File: src/design/gnpo_pkg.sv
// Shared constants, state type and scan tag for the nearest-point ordering block.
package gnpo_pkg;

  localparam int COORD_BITS     = 16;
  localparam int MAX_POINTS_DEF = 64;
  localparam int DIFF_BITS      = COORD_BITS + 1;
  localparam int SQ_BITS        = 2 * COORD_BITS;
  localparam int DIST_BITS      = SQ_BITS + 1;

  typedef enum logic [2:0] {
    ST_LOAD,
    ST_READ,
    ST_TAKE,
    ST_SCAN,
    ST_DRAIN
  } gnpo_state_t;

  // travels alongside each scanned entry through the distance pipe
  typedef struct packed {
    logic valid;
    logic skip;
    logic fin;
  } scan_tag_t;

endpackage

File: src/design/gnpo_if.sv
// Point input and ordered result channel interfaces.
interface gnpo_in_if import gnpo_pkg::*; ();
  logic                         valid;
  logic                         ready;
  logic signed [COORD_BITS-1:0] point_x;
  logic signed [COORD_BITS-1:0] point_y;
  logic                         last_point;

  modport source (output valid, output point_x, output point_y, output last_point,
                  input ready);
  modport sink   (input valid, input point_x, input point_y, input last_point,
                  output ready);
endinterface

interface gnpo_out_if import gnpo_pkg::*; ();
  logic                         valid;
  logic                         ready;
  logic signed [COORD_BITS-1:0] out_x;
  logic signed [COORD_BITS-1:0] out_y;
  logic                         out_last;
  logic                         overflowed;

  modport source (output valid, output out_x, output out_y, output out_last,
                  output overflowed, input ready);
  modport sink   (input valid, input out_x, input out_y, input out_last,
                  input overflowed, output ready);
endinterface

File: src/design/gnpo_store.sv
// Point store: one write port, one read port, registered read data.
module gnpo_store import gnpo_pkg::*; #(
  parameter int DEPTH = MAX_POINTS_DEF,
  parameter int AW    = $clog2(DEPTH)
) (
  input  logic                         clk,
  input  logic                         we,
  input  logic [AW-1:0]                waddr,
  input  logic signed [COORD_BITS-1:0] wx,
  input  logic signed [COORD_BITS-1:0] wy,
  input  logic                         re,
  input  logic [AW-1:0]                raddr,
  output logic signed [COORD_BITS-1:0] rx,
  output logic signed [COORD_BITS-1:0] ry
);

  logic [2*COORD_BITS-1:0] mem [DEPTH];
  logic [2*COORD_BITS-1:0] rdata_r;

  always_ff @(posedge clk) begin
    if (we) begin
      mem[waddr] <= {wx, wy};
    end
  end

  always_ff @(posedge clk) begin
    if (re) begin
      rdata_r <= mem[raddr];
    end
  end

  assign rx = rdata_r[2*COORD_BITS-1:COORD_BITS];
  assign ry = rdata_r[COORD_BITS-1:0];

endmodule

File: src/design/gnpo_dist.sv
// Two-stage squared-distance pipe; sum is formed combinationally at the output.
module gnpo_dist import gnpo_pkg::*; #(
  parameter int IW = $clog2(MAX_POINTS_DEF)
) (
  input  logic                         clk,
  input  logic                         rst_n,
  input  scan_tag_t                    tag_i,
  input  logic [IW-1:0]                idx_i,
  input  logic signed [COORD_BITS-1:0] px,
  input  logic signed [COORD_BITS-1:0] py,
  input  logic signed [COORD_BITS-1:0] cx,
  input  logic signed [COORD_BITS-1:0] cy,
  output scan_tag_t                    tag_o,
  output logic [IW-1:0]                idx_o,
  output logic [DIST_BITS-1:0]         dist_o
);

  scan_tag_t                    tag1_r, tag2_r;
  logic [IW-1:0]                idx1_r, idx2_r;
  logic signed [DIFF_BITS-1:0]  dx_r, dy_r;
  logic signed [DIFF_BITS-1:0]  dx_nxt, dy_nxt;
  logic signed [2*DIFF_BITS-1:0] sqx_full, sqy_full;
  logic [SQ_BITS-1:0]           sqx_r, sqy_r;

  assign dx_nxt = $signed({px[COORD_BITS-1], px}) - $signed({cx[COORD_BITS-1], cx});
  assign dy_nxt = $signed({py[COORD_BITS-1], py}) - $signed({cy[COORD_BITS-1], cy});
  assign sqx_full = dx_r * dx_r;
  assign sqy_full = dy_r * dy_r;

  always_ff @(posedge clk) begin
    if (!rst_n) begin
      tag1_r <= '0;
      tag2_r <= '0;
    end else begin
      tag1_r <= tag_i;
      tag2_r <= tag1_r;
    end
  end

  always_ff @(posedge clk) begin
    idx1_r <= idx_i;
    idx2_r <= idx1_r;
    dx_r   <= dx_nxt;
    dy_r   <= dy_nxt;
    // squares stay below 2^SQ_BITS, upper product bits are sign copies
    sqx_r  <= sqx_full[SQ_BITS-1:0];
    sqy_r  <= sqy_full[SQ_BITS-1:0];
  end

  assign tag_o  = tag2_r;
  assign idx_o  = idx2_r;
  assign dist_o = {1'b0, sqx_r} + {1'b0, sqy_r};

endmodule

File: src/design/greedy_nearest_point_ordering.sv
// Greedy nearest-neighbour ordering of one outline's points, set by set.
// Load: one point per cycle, ready high while loading. Emit: the first result comes
// from a store read of point 0 after the last point; each later one takes one memory
// read per stored point, the distance pipe and a re-read of the winner.
// Reset (synchronous, active low) empties the set, clears used bits and drop flag;
// store contents are left as they are and are always written before being read.
module greedy_nearest_point_ordering import gnpo_pkg::*; #(
  parameter int MAX_POINTS = MAX_POINTS_DEF
) (
  input  logic              clk,
  input  logic              rst_n,
  gnpo_in_if.sink           in_bus,
  gnpo_out_if.source        out_bus
);

  localparam int AW = $clog2(MAX_POINTS);       // store index
  localparam int CW = $clog2(MAX_POINTS + 1);   // holds the count itself

  gnpo_state_t state_r, state_nxt;

  logic [CW-1:0]                count_r;
  logic [CW-1:0]                emit_cnt_r;
  logic                         drop_r;
  logic [MAX_POINTS-1:0]        used_r;
  logic signed [COORD_BITS-1:0] cur_x_r, cur_y_r;
  logic [AW-1:0]                scan_j_r;
  logic [AW-1:0]                best_idx_r;
  logic [DIST_BITS-1:0]         best_d_r;
  logic                         found_r;
  scan_tag_t                    tag_m_r;
  logic [AW-1:0]                idx_m_r;

  logic                         out_valid_r;
  logic signed [COORD_BITS-1:0] out_x_r, out_y_r;
  logic                         out_last_r, out_ovf_r;

  // handshake and datapath controls
  logic                         in_acc;
  logic                         has_room;
  logic                         take_go;
  logic                         take_last;
  logic                         scan_fin;
  logic                         mem_we, mem_re;
  logic [AW-1:0]                mem_raddr;
  logic signed [COORD_BITS-1:0] rd_x, rd_y;
  scan_tag_t                    scan_tag;
  scan_tag_t                    tag_d;
  logic [AW-1:0]                idx_d;
  logic [DIST_BITS-1:0]         dist_d;
  logic                         better;

  assign in_acc    = in_bus.valid && in_bus.ready;
  assign has_room  = (count_r < CW'(MAX_POINTS));
  assign take_go   = !out_valid_r || out_bus.ready;
  assign take_last = ((emit_cnt_r + CW'(1)) == count_r);
  assign scan_fin  = ((CW'(scan_j_r) + CW'(1)) == count_r);
  // strict less keeps the earliest loaded point on a tie
  assign better    = tag_d.valid && !tag_d.skip && (!found_r || (dist_d < best_d_r));

  // ---------------- next state ----------------
  always_comb begin
    state_nxt = state_r;
    unique case (state_r)
      ST_LOAD: begin
        if (in_acc && in_bus.last_point) state_nxt = ST_READ;
      end
      ST_READ: begin
        state_nxt = ST_TAKE;
      end
      ST_TAKE: begin
        if (take_go) state_nxt = take_last ? ST_LOAD : ST_SCAN;
      end
      ST_SCAN: begin
        if (scan_fin) state_nxt = ST_DRAIN;
      end
      ST_DRAIN: begin
        // last scanned entry reaches the compare stage
        if (tag_d.valid && tag_d.fin) state_nxt = ST_READ;
      end
      default: state_nxt = ST_LOAD;
    endcase
  end

  // ---------------- outputs of the state machine ----------------
  always_comb begin
    in_bus.ready = 1'b0;
    mem_we       = 1'b0;
    mem_re       = 1'b0;
    mem_raddr    = best_idx_r;
    scan_tag     = '0;
    unique case (state_r)
      ST_LOAD: begin
        in_bus.ready = 1'b1;
        mem_we       = in_acc && has_room;
      end
      ST_READ: begin
        mem_re    = 1'b1;
        mem_raddr = best_idx_r;
      end
      ST_SCAN: begin
        mem_re         = 1'b1;
        mem_raddr      = scan_j_r;
        scan_tag.valid = 1'b1;
        scan_tag.skip  = used_r[scan_j_r];
        scan_tag.fin   = scan_fin;
      end
      ST_TAKE, ST_DRAIN: begin
      end
      default: begin
      end
    endcase
  end

  // ---------------- point store ----------------
  gnpo_store #(
    .DEPTH (MAX_POINTS),
    .AW    (AW)
  ) u_store (
    .clk   (clk),
    .we    (mem_we),
    .waddr (count_r[AW-1:0]),
    .wx    (in_bus.point_x),
    .wy    (in_bus.point_y),
    .re    (mem_re),
    .raddr (mem_raddr),
    .rx    (rd_x),
    .ry    (rd_y)
  );

  // tag lines up with the registered read data
  always_ff @(posedge clk) begin
    if (!rst_n) begin
      tag_m_r <= '0;
    end else begin
      tag_m_r <= scan_tag;
    end
  end

  always_ff @(posedge clk) begin
    idx_m_r <= scan_j_r;
  end

  // ---------------- distance pipe ----------------
  gnpo_dist #(
    .IW (AW)
  ) u_dist (
    .clk    (clk),
    .rst_n  (rst_n),
    .tag_i  (tag_m_r),
    .idx_i  (idx_m_r),
    .px     (rd_x),
    .py     (rd_y),
    .cx     (cur_x_r),
    .cy     (cur_y_r),
    .tag_o  (tag_d),
    .idx_o  (idx_d),
    .dist_o (dist_d)
  );

  // ---------------- control registers ----------------
  always_ff @(posedge clk) begin
    if (!rst_n) begin
      state_r    <= ST_LOAD;
      count_r    <= '0;
      emit_cnt_r <= '0;
      drop_r     <= 1'b0;
      used_r     <= '0;
      scan_j_r   <= '0;
      best_idx_r <= '0;
      found_r    <= 1'b0;
    end else begin
      state_r <= state_nxt;

      if (state_r == ST_LOAD && in_acc) begin
        if (has_room) count_r <= count_r + CW'(1);
        else          drop_r  <= 1'b1;
        // the first point of the set is always emitted first
        best_idx_r <= '0;
      end

      if (state_r == ST_TAKE && take_go) begin
        scan_j_r <= '0;
        found_r  <= 1'b0;
        if (take_last) begin
          count_r    <= '0;
          emit_cnt_r <= '0;
          drop_r     <= 1'b0;
          used_r     <= '0;
        end else begin
          emit_cnt_r         <= emit_cnt_r + CW'(1);
          used_r[best_idx_r] <= 1'b1;
        end
      end

      if (state_r == ST_SCAN) begin
        scan_j_r <= scan_j_r + AW'(1);
      end

      if (better) begin
        found_r    <= 1'b1;
        best_idx_r <= idx_d;
      end
    end
  end

  always_ff @(posedge clk) begin
    if (better) begin
      best_d_r <= dist_d;
    end
    if (state_r == ST_TAKE && take_go) begin
      cur_x_r <= rd_x;
      cur_y_r <= rd_y;
    end
  end

  // ---------------- result register ----------------
  always_ff @(posedge clk) begin
    if (!rst_n) begin
      out_valid_r <= 1'b0;
    end else if (state_r == ST_TAKE && take_go) begin
      out_valid_r <= 1'b1;
    end else if (out_bus.ready) begin
      out_valid_r <= 1'b0;
    end
  end

  always_ff @(posedge clk) begin
    if (state_r == ST_TAKE && take_go) begin
      out_x_r    <= rd_x;
      out_y_r    <= rd_y;
      out_last_r <= take_last;
      out_ovf_r  <= drop_r;
    end
  end

  assign out_bus.valid      = out_valid_r;
  assign out_bus.out_x      = out_x_r;
  assign out_bus.out_y      = out_y_r;
  assign out_bus.out_last   = out_last_r;
  assign out_bus.overflowed = out_ovf_r;

endmodule
File: src/flat_wrapper.sv
// flat-port wrapper written by rule: the top's interface ports become plain ports
module greedy_nearest_point_ordering_flat import gnpo_pkg::*;
#(
  parameter int MAX_POINTS = MAX_POINTS_DEF
)
  (clk, rst_n, in_bus_valid, in_bus_point_x, in_bus_point_y, in_bus_last_point, in_bus_ready, out_bus_valid, out_bus_out_x, out_bus_out_y, out_bus_out_last, out_bus_overflowed, out_bus_ready);
  gnpo_in_if in_bus_i ();
  gnpo_out_if out_bus_i ();
  input  logic clk;
  input  logic rst_n;
  input wire logic [$bits(in_bus_i.valid)-1:0] in_bus_valid;
  input wire logic [$bits(in_bus_i.point_x)-1:0] in_bus_point_x;
  input wire logic [$bits(in_bus_i.point_y)-1:0] in_bus_point_y;
  input wire logic [$bits(in_bus_i.last_point)-1:0] in_bus_last_point;
  output wire logic [$bits(in_bus_i.ready)-1:0] in_bus_ready;
  output wire logic [$bits(out_bus_i.valid)-1:0] out_bus_valid;
  output wire logic [$bits(out_bus_i.out_x)-1:0] out_bus_out_x;
  output wire logic [$bits(out_bus_i.out_y)-1:0] out_bus_out_y;
  output wire logic [$bits(out_bus_i.out_last)-1:0] out_bus_out_last;
  output wire logic [$bits(out_bus_i.overflowed)-1:0] out_bus_overflowed;
  input wire logic [$bits(out_bus_i.ready)-1:0] out_bus_ready;
  assign in_bus_i.valid = in_bus_valid;
  assign in_bus_i.point_x = in_bus_point_x;
  assign in_bus_i.point_y = in_bus_point_y;
  assign in_bus_i.last_point = in_bus_last_point;
  assign in_bus_ready = in_bus_i.ready;
  assign out_bus_valid = out_bus_i.valid;
  assign out_bus_out_x = out_bus_i.out_x;
  assign out_bus_out_y = out_bus_i.out_y;
  assign out_bus_out_last = out_bus_i.out_last;
  assign out_bus_overflowed = out_bus_i.overflowed;
  assign out_bus_i.ready = out_bus_ready;
  greedy_nearest_point_ordering #(.MAX_POINTS(MAX_POINTS)) u_core (.clk(clk), .rst_n(rst_n), .in_bus(in_bus_i), .out_bus(out_bus_i));
endmodule
File: config.mk
export PLATFORM = sky130hd
export DESIGN_NAME = greedy_nearest_point_ordering_flat
export DESIGN_NICKNAME = d
export VERILOG_FILES = /design/src/design/gnpo_pkg.sv /design/src/design/gnpo_if.sv /design/src/design/gnpo_store.sv /design/src/design/gnpo_dist.sv /design/src/design/greedy_nearest_point_ordering.sv /design/src/flat_wrapper.sv
export SDC_FILE = /design/constraint.sdc
export NUM_CORES = 2
export LEC_CHECK = 0
export ABC_CLOCK_PERIOD_IN_PS = 5800
export BUFFER_PORTS_ARGS = -buffer_cell sky130_fd_sc_hd__buf_4
export CORE_UTILIZATION = 55
export CTS_BUF_LIST = sky130_fd_sc_hd__clkbuf_16
export DETAILED_ROUTE_END_ITERATION = 10
export PLACE_DENSITY = 0.83
export SETUP_SLACK_MARGIN = 0.4
export SLEW_MARGIN = 0
export SYNTH_ARGS = -nofsm -noshare
export SYNTH_HDL_FRONTEND = slang
export SYNTH_SLANG_ARGS = --single-unit
File: constraint.sdc
create_clock -name clk -period 5.8 [get_ports clk]
set_input_delay 0.87 -clock clk [delete_from_list [all_inputs] [get_ports clk]]
set_output_delay 0.87 -clock clk [all_outputs]
set_load 0.02 [all_outputs]
Word-level counts from Yosys, hierarchy flattened:

Memory sizes are Yosys's and may differ from the RTL's. A register that Yosys moved wholly into a read port is not among the register bits.
Cells that the tools add are included.

* register bits: 288
* memory bits (writable): 2048
* input port bits: 37
* output and inout bits: 36
* logic and storage cells: 113
* memories kept: 1

Memory list
* u_core.u_store.mem: depth 64, bits a word 32, read ports 1, clocked after memory_dff 1, write ports 1, RTL line gnpo_store.sv:17 `logic [2*COORD_BITS-1:0] mem [DEPTH];`

* add/sub/neg operators: 7
* multiply operators: 2
* $lt $le $gt $ge: 5
* equal/unequal tests: 10
* mux-type cells: 35
* bitwise logic cells: 1
* reductions and logical operators: 22

Operators with widths (count)
* $mul A17 B17 Y32: 2
* $mux W64: 1
* $or A64 B64 Y64: 1
* $mux W7: 5
* $sub A16 B16 Y17: 2
* $add A32 B32 Y33: 1
* $lt A33 B33 Y1: 1
* $mux W6: 5
* $mux W1: 15
* $mux W3: 5
* $pmux W3 S5: 1
* $add A7 B1 Y7 const B: 2
* $eq A7 B7 Y1: 2
* $lt A6 B7 Y1 const B: 2
* $logic_and A1 B1 Y1: 9
* $ne A2 B1 Y1 const B: 4
* $reduce_bool A2 Y1: 4
* $add A6 B1 Y7 const B: 1
* $lt A7 B7 Y1 const B: 1
* $add A6 B1 Y6 const B: 1
* $bmux W1 S6: 1
* $demux W1 S6: 1
* $eq A3 B2 Y1 const B: 2
* $ge A6 B1 Y1 const B: 1
* other kinds (9): 12

Logic depth before layout (Yosys ltp):

* word-level depth: 7
* mapped depth: 27
* depth with buffers taken out: 25

By module:

From an unflattened synthesis, not the netlist that was laid out.

* cell total of the unflattened synthesis: 6581
* area, all modules: 110116.9 sq um

Modules (own cells, without submodules)
* gnpo_store: times used 1, cells each 3324, area each 78835.6 sq um, seq. area each 62459.9 sq um
* gnpo_dist: times used 1, cells each 2542, area each 23797.8 sq um, seq. area each 2282.2 sq um
* greedy_nearest_point_ordering: times used 1, cells each 715, area each 7483.4 sq um, seq. area each 4113.9 sq um

Worst setup path after synthesis:

Ideal clock, no wire load.

* path type: reg2reg
* start: register u_core.u_dist.dx_r[2]
* end: register u_core.u_dist.sqx_r[31]
* setup time: 121 ps
* data arrival time: 6277 ps
* data required time: 5679 ps
* path slack: -598 ps
* stages on the path, launching flop included: 26
* path buffers: 2
* period minus slack after synthesis: 6398 ps
* cell sequence: dfxtp_1 > clkbuf_1 > clkbuf_1 > nand2_1 > fa_1 > inv_1 > fa_1 > inv_1 > fa_1 > inv_1 > fa_1 > fa_1 > inv_1 > fa_1 > inv_1 > ha_1 > and4_1 > nor2b_1 > a311oi_1 > or3_1 > nand2_1 > o31a_1 > and4_1 > a2111oi_4 > a21oi_1 > xnor2_1

* longest elaborated chain between the ends: 1

RTL lines
* start: declaration: RTL line gnpo_dist.sv:20 `logic signed [DIFF_BITS-1:0] dx_r, dy_r;`
* start signal: assignment: RTL line gnpo_dist.sv:43 `dx_r <= dx_nxt;`
* $mul A17 B17 Y32: RTL line gnpo_dist.sv:27 `assign sqx_full = dx_r * dx_r;`
* named net u_core.u_dist.sqx_full[31]: RTL line gnpo_dist.sv:22 `logic signed [2*DIFF_BITS-1:0] sqx_full, sqy_full;`
* end signal: assignment: RTL line gnpo_dist.sv:46 `sqx_r <= sqx_full[SQ_BITS-1:0];`
* end: declaration: RTL line gnpo_dist.sv:23 `logic [SQ_BITS-1:0] sqx_r, sqy_r;`

The timed path passes the listed nets, and every way through them passes these cells.
A chain may end at the register's enable or synchronous reset.

Worst setup path in the final report:

* start: register u_core.u_dist.dx_r[8]
* end: register u_core.u_dist.sqx_r[31]

The elaborated chain is that of the path after synthesis.

==> summary.md <==
| Metric | Value |
|---|---|
| Worst Tran Pin Value | `roughly 1.4 ns` |
| Ys flop type | `edfxtp_1` |
| Hold violation count in the final report | `0` |
| Tmin final | `approximately 6.0 ns` |
| Critical path arrival | `6.69 ns` |
| Endpoints failing setup | `8` |
| DRC | `0` |
| Starting Density | `0.553` |
| Final design utilization | `0.628` |
| Syn Area/Cell | `12.1 sq um` |
| Total grt overflow | `0` |
| R2r endpoint | `u_core.u_dist.sqx_r[31]` |
| Clock skew | `0.0938 ns` |
| Final TNS setup | `-0.719 ns` |
| Routed Antenna Nets | `0` |
| R2R cell count | `22` |
| Slew margin rel. | `0.0667` |
| Max Cap Viol | `0` |
| Drt pass-1 iters | `6` |
| Area of the mapped netlist | `113000 sq um` |
| Gr usage total | `0.286` |
| Die Wd | `456 um` |
| Die area | `208000 sq um` |
| Outcome | `complete, but fails checks` |
| RD Place Congestion | `0.887` |
| WL final | `approximately 300 mm` |
| Max Slew Vio Count | `0` |
| Share of cells above drive strength 1 | `0.136` |
| Core area | `205000 sq um` |
| CP max FO | `7` |
| CTS Buf Count | `220` |
| Crit path capture type | `flip-flop` |
| Top-count cell post-synth | `nand2_1` |
| GR Util met1 | `0.351` |
| Max Root-Sink Buffers | `3` |
| Initial antenna violation count | `26` |
| Sequential area share after synthesis | `0.608` |
| # rows | `between 150 and 200` |
| Yosys warnings | `0` |
| EDFF count, synth | `2147` |
| Post-Synth XOR/XNOR Area | `0.0123` |
| IO Pins | `73` |
| Worst-Skew Late Latency | `0.88 ns` |
| Largest net degree at the start of global routing | `between 150 and 200` |
| CTS tree | `built` |
| Vias per std cell | `6.26` |
| DR iter-0 viols | `11.1k` |
| CP startpoint kind | `flip-flop` |
| Yosys top cell area share | `0.570` |
| Hpwl dp | `between 150 and 200 mm` |
| Simple-gate share of the synthesized area | `0.140` |
| Syn-to-layout area delta | `13.6%` |
| Mux cell area share after synthesis | `0.00563` |
| Root buffer cell | `clkbuf_16` |
| Failing checks | `setup timing` |
| Post-synth top area cell | `edfxtp_1` |
| Hold WC Path Type | `input port to flip-flop` |
| Vias | `slightly below 80k` |
| Hold path startpoint | `in_bus_valid` |
| DP Area | `around 120000 sq um` |
| Clock slew at reported path FFs | `roughly 0.07 ns` |
| RSZ-0062 raised after global routing | `true` |
| Hold Path Stages | `3` |
| Fin area | `129000 sq um` |
| Post-Syn Nets | `between 10k and 15k` |
| Final period utilization | `1.03` |
| Hold endpoint | `u_core.drop_r` |
| Die Span Y | `about 460 um` |
| Max incr delay on CP | `0.59 ns` |
| Yosys reg bits | `2366` |
| Area contributors post-synth | `edfxtp_1 57%, fa_1 9.1%, nand2_1 7.5%` |
| Worst path most repeated cell | `fa_1` |
| Wire length per cell | `about 24 um` |
| Vias in the first global route | `just under 80k` |
| Final net count | `10.5k` |
| Ys async rst share | `0` |
| PortBufs | `72` |
| Cts-stage hold buffer count | `0` |
| Worst R2R Start | `u_core.u_dist.dx_r[8]` |
| FF-to-FF setup slack | `-0.18 ns` |
| Top post-synthesis cells by count | `2275 x nand2_1, 2147 x edfxtp_1, 739 x inv_1` |
| Largest family of logic cells by synthesized area | `simple AND/OR/NAND/NOR gates` |
| Crit Path Category | `flip-flop to flip-flop` |
| # clock sinks | `2366` |
| Fmax achieved | `0.167 GHz` |
| Max stage delay cell, worst path | `fa_2` |
| Post-synth cell types | `76` |
| Met3 GRT Util | `0.0603` |
| Place WS | `-0.357 ns` |
| Post-synthesis compound-gate area fraction | `0.0682` |
| Final worst slack | `-0.179 ns` |
| Mapped Cells | `9350` |
| Adder-Cell Fraction of Synth Area | `0.120` |
| Met2 global-route usage | `0.480` |
| Data required, critical path | `6.51 ns` |
| First-pass GRT wire length | `457 mm` |
| H-tree depth | `4` |
| CP cell instances | `buf_6 -> clkinvlp_4 -> fa_1 -> inv_1 -> fa_1 -> fa_2 -> fa_2 -> fa_1 -> inv_1 -> fa_1 -> inv_2 -> ha_4 -> a21o_1 -> a21oi_2 -> nor2b_2 -> a22oi_2 -> nand2_4 -> o31a_1 -> and4_4 -> a2111oi_4 -> a21oi_1 -> xnor2_1` |
| GRT Max-Usage Layer | `met2` |
[critical path: cells and delay by family, from the launching register on]
| kind | cells | cell delay, ns |
|---|---|---|
| buffers and inverters | 5 | 0.45 |
| adder cells (fa/ha/maj) | 7 | 3.23 |
| flip-flops | 1 | 0.42 |
| XOR/XNOR | 1 | 0.13 |
| AND/OR/NAND/NOR | 3 | 0.38 |
| AO/OA/AOI/OAI | 6 | 1.27 |
[cell type report]
cell class / instances / area [sq um]
antenna: 13 / 32.5
clock buffer: 221 / 5530
clock inverter: 188 / 1390
fill: 13800 / 76000
inverter: 740 / 2790
multi-input combinational: 5714 / 41000
sequential: 2366 / 69000
tap: 2688 / 3360
timing repair buffer: 617 / 5450
[how the worst max path moves through the flow]
| stage | from | slack (ns) | endpoint |
|---|---|---|---|
| global placement | u_core.u_dist.dx_r[11] | -0.23 | u_core.u_dist.sqx_r[31] |
| finish | u_core.u_dist.dx_r[8] | -0.18 | u_core.u_dist.sqx_r[31] |
| detailed placement | u_core.u_dist.dy_r[2] | -0.36 | u_core.u_dist.sqy_r[31] |
| global route | u_core.u_dist.dy_r[10] | -0.38 | u_core.u_dist.sqy_r[30] |
| floorplan | u_core.u_dist.dy_r[5] | -0.03 | u_core.u_dist.sqy_r[31] |
| CTS | u_core.u_dist.dy_r[7] | -0.09 | u_core.u_dist.sqy_r[30] |
[stage by stage]
| stage | hold WS, ns | instances |
|---|---|---|
| floorplan | 0.310 | 9350 |
| global placement | 0.310 | 12100 |
| detailed placement | 0.312 | 12100 |
| CTS | 0.248 | 12500 |
| global route | 0.312 | 12500 |
| finish | 0.295 | 12500 |
[layout by cell type, fill, tap and decap left out, drive strengths merged, types with 109 or more instances in the layout]
cell type     n
edfxtp     2147
buf         616
nand3       547
and2        132
inv         800
dfxtp       219
fa          513
a311oi      386
nor2        253
ha          269
and3        276
nand2      2276
a31oi       142
a21oi       270
clkbuf      221
a211oi      109
xnor2       119
[registers in the layout, summed over array words and instances, names as in the netlist, 17 cells and up]
| name | flops |
|---|---|
| u_core.u_dist.sqx_r | 31 |
| u_core.u_store.rdata_r | 32 |
| u_core.u_dist.dy_r | 17 |
| u_core.best_d_r | 33 |
| u_core.u_store.mem | 2048 |
| u_core.u_dist.sqy_r | 31 |
| u_core.u_dist.dx_r | 17 |
| u_core.used_r | 64 |
[routing by layer]
layer  share of wire  up-vias
met1            0.34    38400
met2            0.49     5667
met3            0.11     1076
li1                -    33400
met4           0.053       14
met5         0.00031        -
[cell families (layout without fill, tap and decap cells)]
family,count (synthesis),in the layout
other,0,13
XOR/XNOR,159,159
AND/OR/NAND/NOR,3654,3654
multiplexers,37,37
AO/OA/AOI/OAI,1082,1082
flip-flops,2366,2366
buffers and inverters,1270,1766
adder cells (fa/ha/maj),782,782
[timing repair]
| action | 4_1_cts | 5_1_grt |
|---|---|---|
| pin swaps | 107 | 55 |
| buffers inserted | 48 | 24 |
| gates resized for setup | 232 | 112 |
| endpoints found under the hold margin | 0 | 0 |
| gates cloned | 1 | 0 |
| endpoints found under the setup margin | 33 | 33 |
Power is not shown: default switching activity piles up to over one toggle a cycle in this logic, so the estimate is an artifact.
